### src/fmlm_pkg.sv
package fmlm_pkg;

    localparam int NUM_MUTEX_DEF = 32;
    localparam int NUM_TASKS_DEF = 64;
    localparam int QUEUE_DEPTH   = 2;

    localparam int FUNC_W   = 2;
    localparam int MID_W    = 6;
    localparam int TASK_W   = 6;
    localparam int STATUS_W = 3;
    localparam int NEW_W    = 5;

    typedef enum logic [FUNC_W-1:0] {
        OP_CREATE = 2'd0,
        OP_LOCK   = 2'd1,
        OP_UNLOCK = 2'd2,
        OP_NONE   = 2'd3
    } t_op;

    typedef enum logic [STATUS_W-1:0] {
        ST_OK       = 3'd0,
        ST_NOMEM    = 3'd1,
        ST_INVALID  = 3'd2,
        ST_DEADLOCK = 3'd3,
        ST_NOTOWNER = 3'd4
    } t_status;

    typedef enum logic [1:0] {
        BK_IDLE,
        BK_EXEC,
        BK_LINK
    } t_back_state;

    typedef struct packed {
        t_op               op;
        logic              mid_ok;
        logic [MID_W-1:0]  mid;
        logic [TASK_W-1:0] task_id;
    } t_req;

    typedef struct packed {
        logic [TASK_W-1:0] woken_task;
        logic              woken_valid;
        logic              blocked;
        logic [NEW_W-1:0]  new_mutex;
        t_status           status;
    } t_resp;

    typedef struct packed {
        logic [TASK_W-1:0] owner;
        logic [TASK_W-1:0] head;
        logic [TASK_W-1:0] tail;
    } t_mtx_entry;

endpackage

### src/fmlm_ram.sv
module fmlm_ram #(
    parameter int WIDTH = 8,
    parameter int DEPTH = 32
) (
    input  logic                                    i_clk,
    input  logic                                    i_we,
    input  logic [((DEPTH > 1) ? $clog2(DEPTH) : 1)-1:0] i_waddr,
    input  logic [WIDTH-1:0]                        i_wdata,
    input  logic                                    i_re,
    input  logic [((DEPTH > 1) ? $clog2(DEPTH) : 1)-1:0] i_raddr,
    output logic [WIDTH-1:0]                        o_rdata
);

    logic [WIDTH-1:0] r_mem [DEPTH];
    logic [WIDTH-1:0] r_rdata;

    always_ff @(posedge i_clk) begin
        if (i_we) begin
            r_mem[i_waddr] <= i_wdata;
        end
        if (i_re) begin
            r_rdata <= r_mem[i_raddr];
        end
    end

    assign o_rdata = r_rdata;

endmodule

### src/fmlm_front.sv
module fmlm_front #(
    parameter int NUM_MUTEX = fmlm_pkg::NUM_MUTEX_DEF,
    parameter int NUM_TASKS = fmlm_pkg::NUM_TASKS_DEF
) (
    input  logic                          i_valid,
    input  logic [fmlm_pkg::FUNC_W-1:0]   i_func,
    input  logic [fmlm_pkg::MID_W-1:0]    i_mutex_id,
    input  logic [fmlm_pkg::TASK_W-1:0]   i_task_id,
    input  logic                          i_full,
    output logic                          o_ready,
    output logic                          o_push,
    output fmlm_pkg::t_req                o_req
);

    localparam int RW = 2 * fmlm_pkg::TASK_W + 1;

    function automatic logic [fmlm_pkg::TASK_W-1:0] f_task_mod(
        input logic [fmlm_pkg::TASK_W-1:0] v
    );
        logic [RW-1:0] rem;
        logic [RW-1:0] d;
        rem = RW'(v);
        for (int k = fmlm_pkg::TASK_W - 1; k >= 0; k--) begin
            d = RW'(NUM_TASKS) << k;
            if (rem >= d) begin
                rem = rem - d;
            end
        end
        return rem[fmlm_pkg::TASK_W-1:0];
    endfunction

    logic w_mid_ok;

    assign w_mid_ok = ({1'b0, i_mutex_id} < (fmlm_pkg::MID_W + 1)'(NUM_MUTEX));

    always_comb begin
        o_req         = '0;
        o_req.op      = fmlm_pkg::t_op'(i_func);
        o_req.mid_ok  = w_mid_ok;
        o_req.mid     = w_mid_ok ? i_mutex_id : '0;
        o_req.task_id = f_task_mod(i_task_id);
    end

    assign o_ready = !i_full;
    assign o_push  = i_valid && !i_full;

endmodule

### src/fmlm_queue.sv
module fmlm_queue #(
    parameter int DEPTH = fmlm_pkg::QUEUE_DEPTH
) (
    input  logic           i_clk,
    input  logic           i_rst_n,
    input  logic           i_push,
    input  fmlm_pkg::t_req i_data,
    input  logic           i_pop,
    output fmlm_pkg::t_req o_data,
    output logic           o_full,
    output logic           o_empty
);

    localparam int PW = (DEPTH > 1) ? $clog2(DEPTH) : 1;
    localparam int CW = $clog2(DEPTH + 1);

    fmlm_pkg::t_req r_mem [DEPTH];
    logic [PW-1:0]  r_wr_ptr, n_wr_ptr;
    logic [PW-1:0]  r_rd_ptr, n_rd_ptr;
    logic [CW-1:0]  r_count,  n_count;

    always_comb begin
        n_wr_ptr = r_wr_ptr;
        n_rd_ptr = r_rd_ptr;
        n_count  = r_count;
        if (i_push) begin
            n_wr_ptr = (r_wr_ptr == PW'(DEPTH - 1)) ? '0 : r_wr_ptr + 1'b1;
        end
        if (i_pop) begin
            n_rd_ptr = (r_rd_ptr == PW'(DEPTH - 1)) ? '0 : r_rd_ptr + 1'b1;
        end
        if (i_push && !i_pop) begin
            n_count = r_count + 1'b1;
        end else if (i_pop && !i_push) begin
            n_count = r_count - 1'b1;
        end
    end

    always_ff @(posedge i_clk) begin
        if (!i_rst_n) begin
            r_wr_ptr <= '0;
            r_rd_ptr <= '0;
            r_count  <= '0;
        end else begin
            r_wr_ptr <= n_wr_ptr;
            r_rd_ptr <= n_rd_ptr;
            r_count  <= n_count;
        end
    end

    always_ff @(posedge i_clk) begin
        if (i_push) begin
            r_mem[r_wr_ptr] <= i_data;
        end
    end

    assign o_data  = r_mem[r_rd_ptr];
    assign o_full  = (r_count == CW'(DEPTH));
    assign o_empty = (r_count == '0);

endmodule

### src/fmlm_back.sv
module fmlm_back #(
    parameter int NUM_MUTEX = fmlm_pkg::NUM_MUTEX_DEF,
    parameter int NUM_TASKS = fmlm_pkg::NUM_TASKS_DEF
) (
    input  logic            i_clk,
    input  logic            i_rst_n,
    input  logic            i_q_empty,
    input  fmlm_pkg::t_req  i_q_req,
    output logic            o_q_pop,
    input  logic            i_out_ready,
    output logic            o_out_valid,
    output fmlm_pkg::t_resp o_out_data
);

    localparam int MW = (NUM_MUTEX > 1) ? $clog2(NUM_MUTEX) : 1;
    localparam int TW = (NUM_TASKS > 1) ? $clog2(NUM_TASKS) : 1;
    localparam int EW = $bits(fmlm_pkg::t_mtx_entry);

    fmlm_pkg::t_back_state r_state, n_state;
    fmlm_pkg::t_req        r_req, n_req;
    logic [NUM_MUTEX-1:0]  r_free, n_free;
    logic [NUM_MUTEX-1:0]  r_locked, n_locked;
    logic [NUM_MUTEX-1:0]  r_qne, n_qne;
    logic                  r_found, n_found;
    logic [MW-1:0]         r_free_idx, n_free_idx;
    logic                  r_out_valid, n_out_valid;
    fmlm_pkg::t_resp       r_out, n_out;

    logic                       w_found;
    logic [MW-1:0]              w_idx;
    logic [MW-1:0]              w_mi;
    logic                       w_out_free;
    fmlm_pkg::t_resp            w_resp;
    fmlm_pkg::t_mtx_entry       w_ent;
    fmlm_pkg::t_mtx_entry       w_tbl_wdata;
    logic [EW-1:0]              w_tbl_rdata;
    logic                       w_tbl_we;
    logic                       w_tbl_re;
    logic                       w_nw_we;
    logic                       w_nw_re;
    logic [TW-1:0]              w_nw_waddr;
    logic [fmlm_pkg::TASK_W-1:0] w_nw_rdata;

    fmlm_ram #(
        .WIDTH (EW),
        .DEPTH (NUM_MUTEX)
    ) u_tbl_ram (
        .i_clk   (i_clk),
        .i_we    (w_tbl_we),
        .i_waddr (w_mi),
        .i_wdata (w_tbl_wdata),
        .i_re    (w_tbl_re),
        .i_raddr (i_q_req.mid[MW-1:0]),
        .o_rdata (w_tbl_rdata)
    );

    fmlm_ram #(
        .WIDTH (fmlm_pkg::TASK_W),
        .DEPTH (NUM_TASKS)
    ) u_link_ram (
        .i_clk   (i_clk),
        .i_we    (w_nw_we),
        .i_waddr (w_nw_waddr),
        .i_wdata (r_req.task_id),
        .i_re    (w_nw_re),
        .i_raddr (w_ent.head[TW-1:0]),
        .o_rdata (w_nw_rdata)
    );

    assign w_ent      = fmlm_pkg::t_mtx_entry'(w_tbl_rdata);
    assign w_mi       = r_req.mid[MW-1:0];
    assign w_out_free = !r_out_valid || i_out_ready;

    always_comb begin
        w_found = 1'b0;
        w_idx   = '0;
        for (int i = NUM_MUTEX - 1; i >= 0; i--) begin
            if (r_free[i]) begin
                w_found = 1'b1;
                w_idx   = MW'(i);
            end
        end
    end

    always_comb begin
        n_state     = r_state;
        n_req       = r_req;
        n_free      = r_free;
        n_locked    = r_locked;
        n_qne       = r_qne;
        n_found     = r_found;
        n_free_idx  = r_free_idx;
        n_out_valid = r_out_valid && !i_out_ready;
        n_out       = r_out;
        o_q_pop     = 1'b0;
        w_tbl_re    = 1'b0;
        w_tbl_we    = 1'b0;
        w_tbl_wdata = w_ent;
        w_nw_we     = 1'b0;
        w_nw_re     = 1'b0;
        w_nw_waddr  = w_ent.tail[TW-1:0];
        w_resp      = '0;
        w_resp.status = fmlm_pkg::ST_OK;

        unique case (r_state)
            fmlm_pkg::BK_IDLE: begin
                if (!i_q_empty) begin
                    o_q_pop    = 1'b1;
                    w_tbl_re   = 1'b1;
                    n_req      = i_q_req;
                    n_found    = w_found;
                    n_free_idx = w_idx;
                    n_state    = fmlm_pkg::BK_EXEC;
                end
            end
            fmlm_pkg::BK_EXEC: begin
                if (w_out_free) begin
                    n_state = fmlm_pkg::BK_IDLE;
                    unique case (r_req.op)
                        fmlm_pkg::OP_CREATE: begin
                            if (r_found) begin
                                n_free[r_free_idx] = 1'b0;
                                w_resp.new_mutex   = fmlm_pkg::NEW_W'(r_free_idx);
                            end else begin
                                w_resp.status = fmlm_pkg::ST_NOMEM;
                            end
                        end
                        fmlm_pkg::OP_LOCK: begin
                            if (!r_req.mid_ok || r_free[w_mi]) begin
                                w_resp.status = fmlm_pkg::ST_INVALID;
                            end else if (r_locked[w_mi] && w_ent.owner == r_req.task_id) begin
                                w_resp.status = fmlm_pkg::ST_DEADLOCK;
                            end else if (!r_locked[w_mi]) begin
                                n_locked[w_mi]    = 1'b1;
                                w_tbl_wdata.owner = r_req.task_id;
                                w_tbl_we          = 1'b1;
                            end else begin
                                if (r_qne[w_mi]) begin
                                    w_nw_we = 1'b1;
                                end else begin
                                    w_tbl_wdata.head = r_req.task_id;
                                    n_qne[w_mi]      = 1'b1;
                                end
                                w_tbl_wdata.tail = r_req.task_id;
                                w_tbl_we         = 1'b1;
                                w_resp.blocked   = 1'b1;
                            end
                        end
                        fmlm_pkg::OP_UNLOCK: begin
                            if (!r_req.mid_ok || r_free[w_mi]) begin
                                w_resp.status = fmlm_pkg::ST_INVALID;
                            end else if (!r_locked[w_mi] || w_ent.owner != r_req.task_id) begin
                                w_resp.status = fmlm_pkg::ST_NOTOWNER;
                            end else if (r_qne[w_mi]) begin
                                if (w_ent.head == w_ent.tail) begin
                                    n_qne[w_mi]        = 1'b0;
                                    w_tbl_wdata.owner  = w_ent.head;
                                    w_tbl_we           = 1'b1;
                                    w_resp.woken_valid = 1'b1;
                                    w_resp.woken_task  = w_ent.head;
                                end else begin
                                    w_nw_re = 1'b1;
                                    n_state = fmlm_pkg::BK_LINK;
                                end
                            end else begin
                                n_locked[w_mi] = 1'b0;
                            end
                        end
                        fmlm_pkg::OP_NONE: begin
                        end
                    endcase
                    if (n_state == fmlm_pkg::BK_IDLE) begin
                        n_out_valid = 1'b1;
                        n_out       = w_resp;
                    end
                end
            end
            fmlm_pkg::BK_LINK: begin
                if (w_out_free) begin
                    w_tbl_we           = 1'b1;
                    w_tbl_wdata.owner  = w_ent.head;
                    w_tbl_wdata.head   = w_nw_rdata;
                    w_resp.woken_valid = 1'b1;
                    w_resp.woken_task  = w_ent.head;
                    n_out_valid        = 1'b1;
                    n_out              = w_resp;
                    n_state            = fmlm_pkg::BK_IDLE;
                end
            end
            default: begin
                n_state = fmlm_pkg::BK_IDLE;
            end
        endcase
    end

    always_ff @(posedge i_clk) begin
        if (!i_rst_n) begin
            r_state     <= fmlm_pkg::BK_IDLE;
            r_free      <= '1;
            r_locked    <= '0;
            r_qne       <= '0;
            r_out_valid <= 1'b0;
        end else begin
            r_state     <= n_state;
            r_free      <= n_free;
            r_locked    <= n_locked;
            r_qne       <= n_qne;
            r_out_valid <= n_out_valid;
        end
    end

    always_ff @(posedge i_clk) begin
        r_req      <= n_req;
        r_found    <= n_found;
        r_free_idx <= n_free_idx;
        r_out      <= n_out;
    end

    assign o_out_valid = r_out_valid;
    assign o_out_data  = r_out;

endmodule

### src/fifo_mutex_lock_manager.sv
// Mutex manager with first-in first-out waiter queues.
// Input channel s_*: one request item per handshake; s_tuser carries the
// request kind (create, lock, unlock, none), s_tdata the mutex id and task id.
// Output channel m_*: exactly one result item per request, in request order.
// A front stage classifies requests into a two-entry queue; the back end
// pops one request, reads the per-mutex table RAM, then updates the state
// and loads the output register.
// From accept, a request goes through the queue, BK_EXEC and the output
// register to m_tvalid; an unlock that passes ownership to a waiter with
// more waiters behind it adds BK_LINK (second dependent read of the
// waiter link RAM). The back end finishes one item before it pops the
// next, set by the table RAM read-modify-write.
// Reset: every mutex free and unlocked, all queues empty; no clearing pass.
// Receiver stall: the result holds in the output register, the back end
// waits, and the queue keeps taking requests until it is full.
module fifo_mutex_lock_manager #(
    parameter int NUM_MUTEX = fmlm_pkg::NUM_MUTEX_DEF,
    parameter int NUM_TASKS = fmlm_pkg::NUM_TASKS_DEF
) (
    input  logic        i_clk,
    input  logic        i_rst_n,
    input  logic        s_tvalid,
    output logic        s_tready,
    input  logic [15:0] s_tdata,  // mutex_id[5:0], task_id[11:6], zero[15:12]
    input  logic [1:0]  s_tuser,  // func[1:0]
    output logic        m_tvalid,
    input  logic        m_tready,
    output logic [15:0] m_tdata   // status[2:0], new_mutex[7:3], blocked[8],
                                  // woken_valid[9], woken_task[15:10]
);

    fmlm_pkg::t_req  w_f_req;
    fmlm_pkg::t_req  w_q_req;
    fmlm_pkg::t_resp w_out;
    logic            w_push;
    logic            w_q_pop;
    logic            w_q_full;
    logic            w_q_empty;

    fmlm_front #(
        .NUM_MUTEX (NUM_MUTEX),
        .NUM_TASKS (NUM_TASKS)
    ) u_front (
        .i_valid    (s_tvalid),
        .i_func     (s_tuser),
        .i_mutex_id (s_tdata[5:0]),
        .i_task_id  (s_tdata[11:6]),
        .i_full     (w_q_full),
        .o_ready    (s_tready),
        .o_push     (w_push),
        .o_req      (w_f_req)
    );

    fmlm_queue #(
        .DEPTH (fmlm_pkg::QUEUE_DEPTH)
    ) u_queue (
        .i_clk   (i_clk),
        .i_rst_n (i_rst_n),
        .i_push  (w_push),
        .i_data  (w_f_req),
        .i_pop   (w_q_pop),
        .o_data  (w_q_req),
        .o_full  (w_q_full),
        .o_empty (w_q_empty)
    );

    fmlm_back #(
        .NUM_MUTEX (NUM_MUTEX),
        .NUM_TASKS (NUM_TASKS)
    ) u_back (
        .i_clk       (i_clk),
        .i_rst_n     (i_rst_n),
        .i_q_empty   (w_q_empty),
        .i_q_req     (w_q_req),
        .o_q_pop     (w_q_pop),
        .i_out_ready (m_tready),
        .o_out_valid (m_tvalid),
        .o_out_data  (w_out)
    );

    assign m_tdata = w_out;

`ifndef SYNTHESIS
    a_pop_nonempty: assert property (@(posedge i_clk) disable iff (!i_rst_n)
        w_q_pop |-> !w_q_empty)
        else $error("queue popped while empty");

    a_pop_spacing: assert property (@(posedge i_clk) disable iff (!i_rst_n)
        w_q_pop |=> !w_q_pop)
        else $error("back end popped in two successive cycles");

    a_accept_lands: assert property (@(posedge i_clk) disable iff (!i_rst_n)
        (s_tvalid && s_tready) |=> !w_q_empty)
        else $error("accepted item missing from queue");
`endif

endmodule

### config.mk
export PLATFORM = sky130hd
export DESIGN_NAME = fifo_mutex_lock_manager
export DESIGN_NICKNAME = d
export VERILOG_FILES = /design/src/fmlm_pkg.sv /design/src/fmlm_ram.sv /design/src/fmlm_front.sv /design/src/fmlm_queue.sv /design/src/fmlm_back.sv /design/src/fifo_mutex_lock_manager.sv
export SDC_FILE = /design/constraint.sdc
export NUM_CORES = 2
export LEC_CHECK = 0
export BUFFER_PORTS_ARGS = -buffer_cell sky130_fd_sc_hd__buf_2
export CAP_MARGIN = 20
export CORE_ASPECT_RATIO = 1.1
export CORE_MARGIN = 2
export CORE_UTILIZATION = 55
export DETAILED_ROUTE_END_ITERATION = 16
export PLACE_DENSITY = 0.81
export SETUP_SLACK_MARGIN = 0.1
export SLEW_MARGIN = 5
export SYNTH_ARGS = -nofsm -noshare
export SYNTH_HDL_FRONTEND = slang
export SYNTH_SLANG_ARGS = --single-unit
### constraint.sdc
create_clock -name i_clk -period 4.3 [get_ports i_clk]
set_input_delay 0.43 -clock i_clk [delete_from_list [all_inputs] [get_ports i_clk]]
set_output_delay 0.43 -clock i_clk [all_outputs]
set_load 0.01 [all_outputs]
* After elaboration in Yosys (flattened, before gate mapping)
Memory sizes are Yosys's and may differ from the RTL's. A register that Yosys moved wholly into a read port is not among the register bits.
Cells that the tools add are included.
** Cells by class
- Muxes and demuxes :: 148
- Reduce and logical (&&, ||, !) cells :: 35
- Div/mod/pow operators :: 0
- Equal/unequal tests :: 22
- $lt $le $gt $ge :: 5
- Bitwise operators :: 8
- Multiply operators :: 0
- Add/sub/neg operators :: 4
- Shift operators :: 0
** Operators by type and width (number)
- two-way mux 32 bit :: 14
- one-hot mux 32 bit (2 select lines) :: 2
- bitwise AND 32 bit :: 3
- two-way mux 5 bit :: 18
- inverter 32 bit :: 2
- bitwise OR 32 bit :: 2
- two-way mux 18 bit :: 3
- two-way mux 1 bit :: 49
- two-way mux 16 bit :: 3
- two-way mux 6 bit :: 8
- two-way mux 12 bit :: 3
- two-way mux 7 bit :: 5
- two-way mux 4 bit :: 8
- one-hot mux 16 bit (2 select lines) :: 1
- OR reduction 31 bit :: 1
- two-way mux 2 bit :: 15
- one-hot mux 12 bit (2 select lines) :: 1
- two-way mux 3 bit :: 7
- inequality test 2 bit (second input constant) :: 8
- OR reduction 16 bit :: 1
- binary-select mux 1 bit (select 5 bit) :: 3
- equality test 6 bit :: 2
- < comparator 5 x 6 -> 1 bit (second input constant) :: 2
- inequality test 2 x 1 -> 1 bit (second input constant) :: 6
- 27 further kinds :: 55
** Word-level totals
- Flip-flop bits (word level) :: 139
- Memories kept :: 3
- Bits in latches :: 0
- RAM bits :: 990
- ROM bits :: 0
** Memories
- u_back.u_tbl_ram.r_mem :: words 32, width 18, read ports 1, clocked after Yosys merged registers in 1, wr ports 1, RTL line fmlm_ram.sv:14 : logic [WIDTH-1:0] r_mem [DEPTH];
- u_back.u_link_ram.r_mem :: words 64, width 6, read ports 1, clocked after Yosys merged registers in 1, wr ports 1, RTL line fmlm_ram.sv:14
- u_queue.r_mem :: words 2, width 15, read ports 1, clocked after Yosys merged registers in 1, wr ports 1, RTL line fmlm_queue.sv:17 : fmlm_pkg::t_req r_mem [DEPTH];

* Depth between registers and ports, before layout
- Depth after elaboration :: 31
- Mapped depth :: 13
- Gate-level depth less buffers :: 8

* Cells and area by module
Synthesis repeated with hierarchy kept, for this count alone.
** Second synthesis, totals
- Cells, all modules :: 2970
- Area, all modules :: 47679.5 sq um
** Modules (own cells, without submodules)
- fmlm_ram at u_back.u_tbl_ram :: times used 1, cells an instance 1278, sequential area each 17837.1 sq um, area each 23231.0 sq um
- fmlm_ram at u_back.u_link_ram :: times used 1, cells an instance 729, sequential area each 11711.2 sq um, area each 15265.9 sq um
- fmlm_back :: times used 1, cells an instance 875, sequential area each 3062.9 sq um, area each 7757.4 sq um
- fmlm_queue :: times used 1, cells an instance 69, sequential area each 1001.0 sq um, area each 1301.2 sq um
- fmlm_front :: times used 1, cells an instance 19, sequential area each 0.0 sq um, area each 123.9 sq um

* Least setup slack after synthesis
Ideal clock, no wire load.
- Path type :: reg-to-reg
- Start :: register u_back.r_req[0] in the netlist's numbering
- End :: memory u_back.u_tbl_ram.r_mem[16][0] in the netlist's numbering (enable)
- Cell stages (with the launch flop) :: 10
- Setup slack :: -0.027 ns
- Period minus slack after synthesis :: 4.327 ns
- Data required time :: 3.907 ns
- Data arrival time :: 3.935 ns
- Path buffers :: 1
- Cell sequence :: edfxtp_1 xnor2_1 nand4_1 nor3_1 o2111ai_1 nor4b_2 a21o_1 a22oi_1 buf_2 nor2_1
** Between the ends
- Cells in the longest elaborated chain, start to end :: 9
- Elaborated cells between the ends (all ways) :: 13
- Classes of those cells :: eq/ne (2); mux (9); reduce/logical (2)
** Ends and longest elaborated chain
- start, declared :: RTL line fmlm_back.sv:20 : fmlm_pkg::t_req r_req, n_req;
- start signal, assigned :: RTL line fmlm_back.sv:213 : r_req <= n_req;
- inequality test 6 bit or equality test 6 bit (tied branches) :: RTL line fmlm_back.sv:152, fmlm_back.sv:131
- logical OR 1 bit or logical AND 1 bit (tied branches) :: RTL line fmlm_back.sv:152, fmlm_back.sv:131
- two-way mux 1 bit (on tied branches) :: RTL line fmlm_back.sv:152, fmlm_back.sv:131
- two-way mux 1 bit (on tied branches) :: RTL line fmlm_back.sv:150, fmlm_back.sv:129
- one-hot mux 1 bit (2 select lines) (*) :: RTL line fmlm_back.sv:119 : unique case (r_req.op)
- two-way mux 1 bit (*) :: RTL line fmlm_back.sv:117 : if (w_out_free) begin
- one-hot mux 1 bit (2 select lines) (*) :: RTL line fmlm_back.sv:105 : unique case (r_state)
- two-way mux 1 bit (*) :: RTL line fmlm_ram.sv:18 : if (i_we) begin
- two-way mux 1 bit (not written as such) (*) :: RTL line fmlm_ram.sv:19 : r_mem[i_waddr] <= i_wdata;
- end, declared :: RTL line fmlm_ram.sv:14
Every way passes the cells marked *; elsewhere a longest branch is shown, timed or not.

* Worst setup path in the final report
- Start :: register u_back.r_req[6] in the netlist's numbering
- End :: memory u_back.u_link_ram.r_mem[44][3] in the netlist's numbering (enable)
** Between the ends
- Cells in the longest elaborated chain, start to end :: 11
- Elaborated cells between the ends (all ways) :: 17
- Classes of those cells :: mux (15); reduce/logical (2)
** Ends and longest elaborated chain
- binary-select mux 1 bit (select 5 bit) :: RTL line fmlm_back.sv:138 : if (r_qne[w_mi]) begin
- two-way mux 1 bit (not written as such) :: RTL line fmlm_back.sv:138
- two-way mux 1 bit :: RTL line fmlm_back.sv:138
- two-way mux 1 bit :: RTL line fmlm_back.sv:133 : end else if (!r_locked[w_mi]) begin
- two-way mux 1 bit :: RTL line fmlm_back.sv:131 : end else if (r_locked[w_mi] && w_ent.owner == r_req.task_id) begin
- two-way mux 1 bit (*) :: RTL line fmlm_back.sv:129 : if (!r_req.mid_ok || r_free[w_mi]) begin
- two-way mux 1 bit (*) :: RTL line fmlm_back.sv:119
- two-way mux 1 bit (*) :: RTL line fmlm_back.sv:117
- two-way mux 1 bit (*) :: RTL line fmlm_back.sv:105
- two-way mux 1 bit (*) :: RTL line fmlm_ram.sv:18
- two-way mux 1 bit (not written as such) (*) :: RTL line fmlm_ram.sv:19
- end, declared :: RTL line fmlm_ram.sv:14
Every way passes the cells marked *; elsewhere a longest branch is shown, timed or not. The select of a mux whose other input is x is not followed.

==> results.md <==
- Synth top cells by count: 1,048 x edfxtp_1, 674 x nand2_1, 302 x nand3_1
- Hold WS: 81.4 ps
- Status: completed
- Initial antenna violation count: 2
- Slew at the pin with the worst max-slew slack: 1150 ps
- Worst-path clk slew: 60 ps
- TritonCTS Sinks: 1,152
- Count leader, synth: edfxtp_1
- Sequential-to-total area share from yosys stat: 71.8%
- R2R cell count: 7
- Top cells by area, synth: edfxtp_1 67%, mux4_2 6.3%, nand2_1 5.4%
- Setup-failing EPs final: 0
- Peak supply drop: 622 uV
- Hold Path Class: input pin to flip-flop
- WS Path Type: flip-flop to flip-flop
- Final Skew: 73.4 ps
- Mapped Area: 46,700 um2
- WL final: 116 mm
- FF-to-FF End: u_back.u_link_ram.r_mem[44][3]$_DFFE_PP_
- CTS tree: built
- Yosys warnings: 0
- Pwr Density: 645 nW/um2
- Core footprint: 84,500 um2
- Rows: 112
- Leakage power: 17.2 nW
- GRT Resource Usage Total: 26.2%
- Drt wl/cell: 25.5 um
- Post-synthesis instance total: 3,271
- Antenna Nets Post-Route: 0
- Via count: 29,200
- # H-tree levels: 3
- Hold wc startpoint: s_tdata[1]
- HPWL Detailed: 64.6 mm
- WHS Path Cells: 2
- Nets@finish: 3,343
- Post-synthesis async set-or-reset flop share: 0%
- Remaining Overflow, GRT: 0
- First drt pass iteration count: 6
- Fin. Hold Viols: 0
- Syn_nets: 3,301
- Yosys top cell area share: 67.3%
- CTS Buf Count: 105
- RSZ-0062 raised after global routing: true
- Later-pin clock latency in the skew report: 710 ps
- Post-route DRC: 0
- RR Startpoint: u_back.r_req[6]$_DFFE_PP_
- Worst reg2reg setup slack: 100 ps
- Normalized max-slew margin: 21.9%
- Pwr Total: 0.0336 W
- Die width: 282 um
- Area of the die: 87,300 um2
- WP data arrival: 4490 ps
- PortBufs: 35
- Main synth FF type: edfxtp_1
- EDFF count, synth: 1,048
- Clock Tree Buf Depth: 3
- IO Pins: 40
- Vias in the first global route: 28,000
- Largest net degree at the start of global routing: 217
- FMAX: 0.238 GHz
- Antenna Cells: 0
- WHS Endpoint: u_queue.r_mem[1][7]$_DFFE_PP_
- Crit-path max FO: 9
- Mean post-synth cell area: 14.3 um2
- FILL cells: 5,720
- Placed Cells: 4,326
- CP endpoint kind: flip-flop
- Initial Util: 55.3%
- Vias per Instance: 6.44
- Postcts setup bufs: 0
- Area grow syn2layout: 11.6%
- Min Tclk post-route: 4200 ps
- DR iter-0 viols: 4,289
- Area leader, netlist: edfxtp_1
- Max-Cap Viols: 0
- Die height: 310 um
- Final Max Slew Viols: 0
- Worst EP required: 4590 ps
- Yosys cell types: 65
- #FFs+latches synth: 1,152
- Final cycle utilization of the critical path: 97.7%
- Non-filler cells, final: 4,537
- First-pass GRT wire length: 171 mm
- Final GP Congestion: 0.913
- Layout cell share with drive strength beyond 1: 14.6%
- Startpoint class of the critical path: flip-flop
- Root Buffer Master: clkbuf_16
## critical path: stages, from the launching register on
cell and delay [ps]:
edfxtp_1 640, mux4_2 590, a22oi_1 250, o211ai_1 350, nor4_4 450, nor3b_4 360, nand2_1 490, nor2_1 630
## sequential cells by signal, indices dropped and copies added, names as in the netlist, named ones only
| register | flops |
|---|---|
| u_back.o_out_data | 16 |
| u_back.o_out_valid | 1 |
| u_back.r_found | 1 |
| u_back.r_free | 32 |
| u_back.r_free_idx | 5 |
| u_back.r_req | 14 |
| u_back.r_state | 2 |
| u_back.u_link_ram.o_rdata | 6 |
| u_back.u_link_ram.r_mem | 384 |
| u_back.u_tbl_ram.o_rdata | 18 |
| u_back.u_tbl_ram.r_mem | 576 |
| u_queue.r_count | 2 |
| u_queue.r_mem | 28 |
| u_queue.r_rd_ptr | 1 |
| u_queue.r_wr_ptr | 1 |
## routing by layer
| layer | vias up | GRT usage (%) | part of all wire [%] |
|---|---|---|---|
| met2 | 1989 | 42.8 | 49 |
| li1 | 12500 | - | - |
| met5 | - | 0 | 0.023 |
| met1 | 14400 | 34.8 | 36 |
| met3 | 313 | 4.33 | 10 |
| met4 | 4 | 11.5 | 4.5 |
## report_power, final
group | internal, W | switching (W)
logic | 0.00304 | 0.00675
registers | 0.0143 | 0.000427
clock network | 0.00504 | 0.00412
## layout by cell type, fill, tap and decap left out, drive strengths merged, types with 11 or more instances in the layout
| master | Yosys | final |
|---|---|---|
| nor2b | 13 | 13 |
| a21boi | 17 | 17 |
| mux2i | 51 | 51 |
| a21o | 20 | 20 |
| edfxtp | 1048 | 1048 |
| nand3b | 11 | 11 |
| nor3 | 11 | 11 |
| nor2 | 134 | 134 |
| nor4 | 12 | 12 |
| a21oi | 15 | 15 |
| o211ai | 50 | 50 |
| o21ai | 98 | 98 |
| buf | 47 | 137 |
| and2 | 22 | 22 |
| and3 | 42 | 42 |
| mux4 | 131 | 131 |
| mux2 | 16 | 16 |
| dfxtp | 104 | 104 |
| a31oi | 19 | 19 |
| clkbuf | 163 | 128 |
| nand2 | 674 | 674 |
| clkinv | 0 | 47 |
| nand3 | 303 | 303 |
| a311oi | 90 | 90 |
| o22ai | 17 | 17 |
| inv | 26 | 32 |
| o31ai | 18 | 18 |
| or3 | 20 | 20 |
## kinds of logic (layout without fill, tap and decap cells)
kind of cell | after synthesis | in the layout | share of synthesized area [%]
muxes | 198 | 198 | 7.79
AOI/OAI and AO/OA | 394 | 394 | 5.97
DFF | 1152 | 1152 | 71.8
buffers and inverters | 236 | 362 | 1.95
and+or+nand+nor | 1268 | 1268 | 12.0
adders and majority gates | 8 | 8 | 0.214
xor gates and xnor gates | 15 | 15 | 0.281
## metrics by stage
| step | setup TNS, ps | area, um2 | utilization, % | worst slack, ps |
|---|---|---|---|---|
| finish | 0 | 52100 | 61.7 | 99.0 |
| global route | -203 | 52100 | 61.7 | -22.4 |
| CTS | 0 | 51900 | 61.5 | 192 |
| detailed placement | 0 | 48500 | 57.4 | 258 |
| global placement | 0 | 48500 | 57.4 | 332 |
| floorplan | -14610 | 46700 | - | -27.1 |
## how the worst max path moves through the flow
stage,startpoint,to,cells after the start
global placement,u_back.r_req[6]$_DFFE_PP_,u_back.u_link_ram.r_mem[28][1]$_DFFE_PP_,7
floorplan,u_back.r_req[0]$_DFFE_PP_,u_back.u_tbl_ram.r_mem[16][0]$_DFFE_PP_,9
detailed placement,u_back.r_req[6]$_DFFE_PP_,u_back.u_link_ram.r_mem[28][1]$_DFFE_PP_,7
CTS,u_back.r_req[6]$_DFFE_PP_,u_back.u_link_ram.r_mem[44][3]$_DFFE_PP_,7
finish,u_back.r_req[6]$_DFFE_PP_,u_back.u_link_ram.r_mem[44][3]$_DFFE_PP_,7
global route,u_back.r_req[8]$_DFFE_PP_,u_back.u_link_ram.r_mem[28][3]$_DFFE_PP_,8
## area by class of cell
class / instances / area, um2 / share of cell area (%)
clock inverters: 63 / 609 / 1.17
repair buffers: 145 / 1250 / 2.39
inverters: 26 / 108 / 0.206
clock buffers: 128 / 2740 / 5.25
well taps: 1140 / 1430 / 2.74
multi-input cells: 1883 / 12500 / 23.9
flip-flops and latches: 1152 / 33600 / 64.3
## repair_timing
action,4_1_cts,5_1_grt
hold endpoints to repair,16,0
setup endpoints to repair,0,69
gates resized for setup,0,10
hold buffers,8,0
Power figures use the tool's default switching activity.
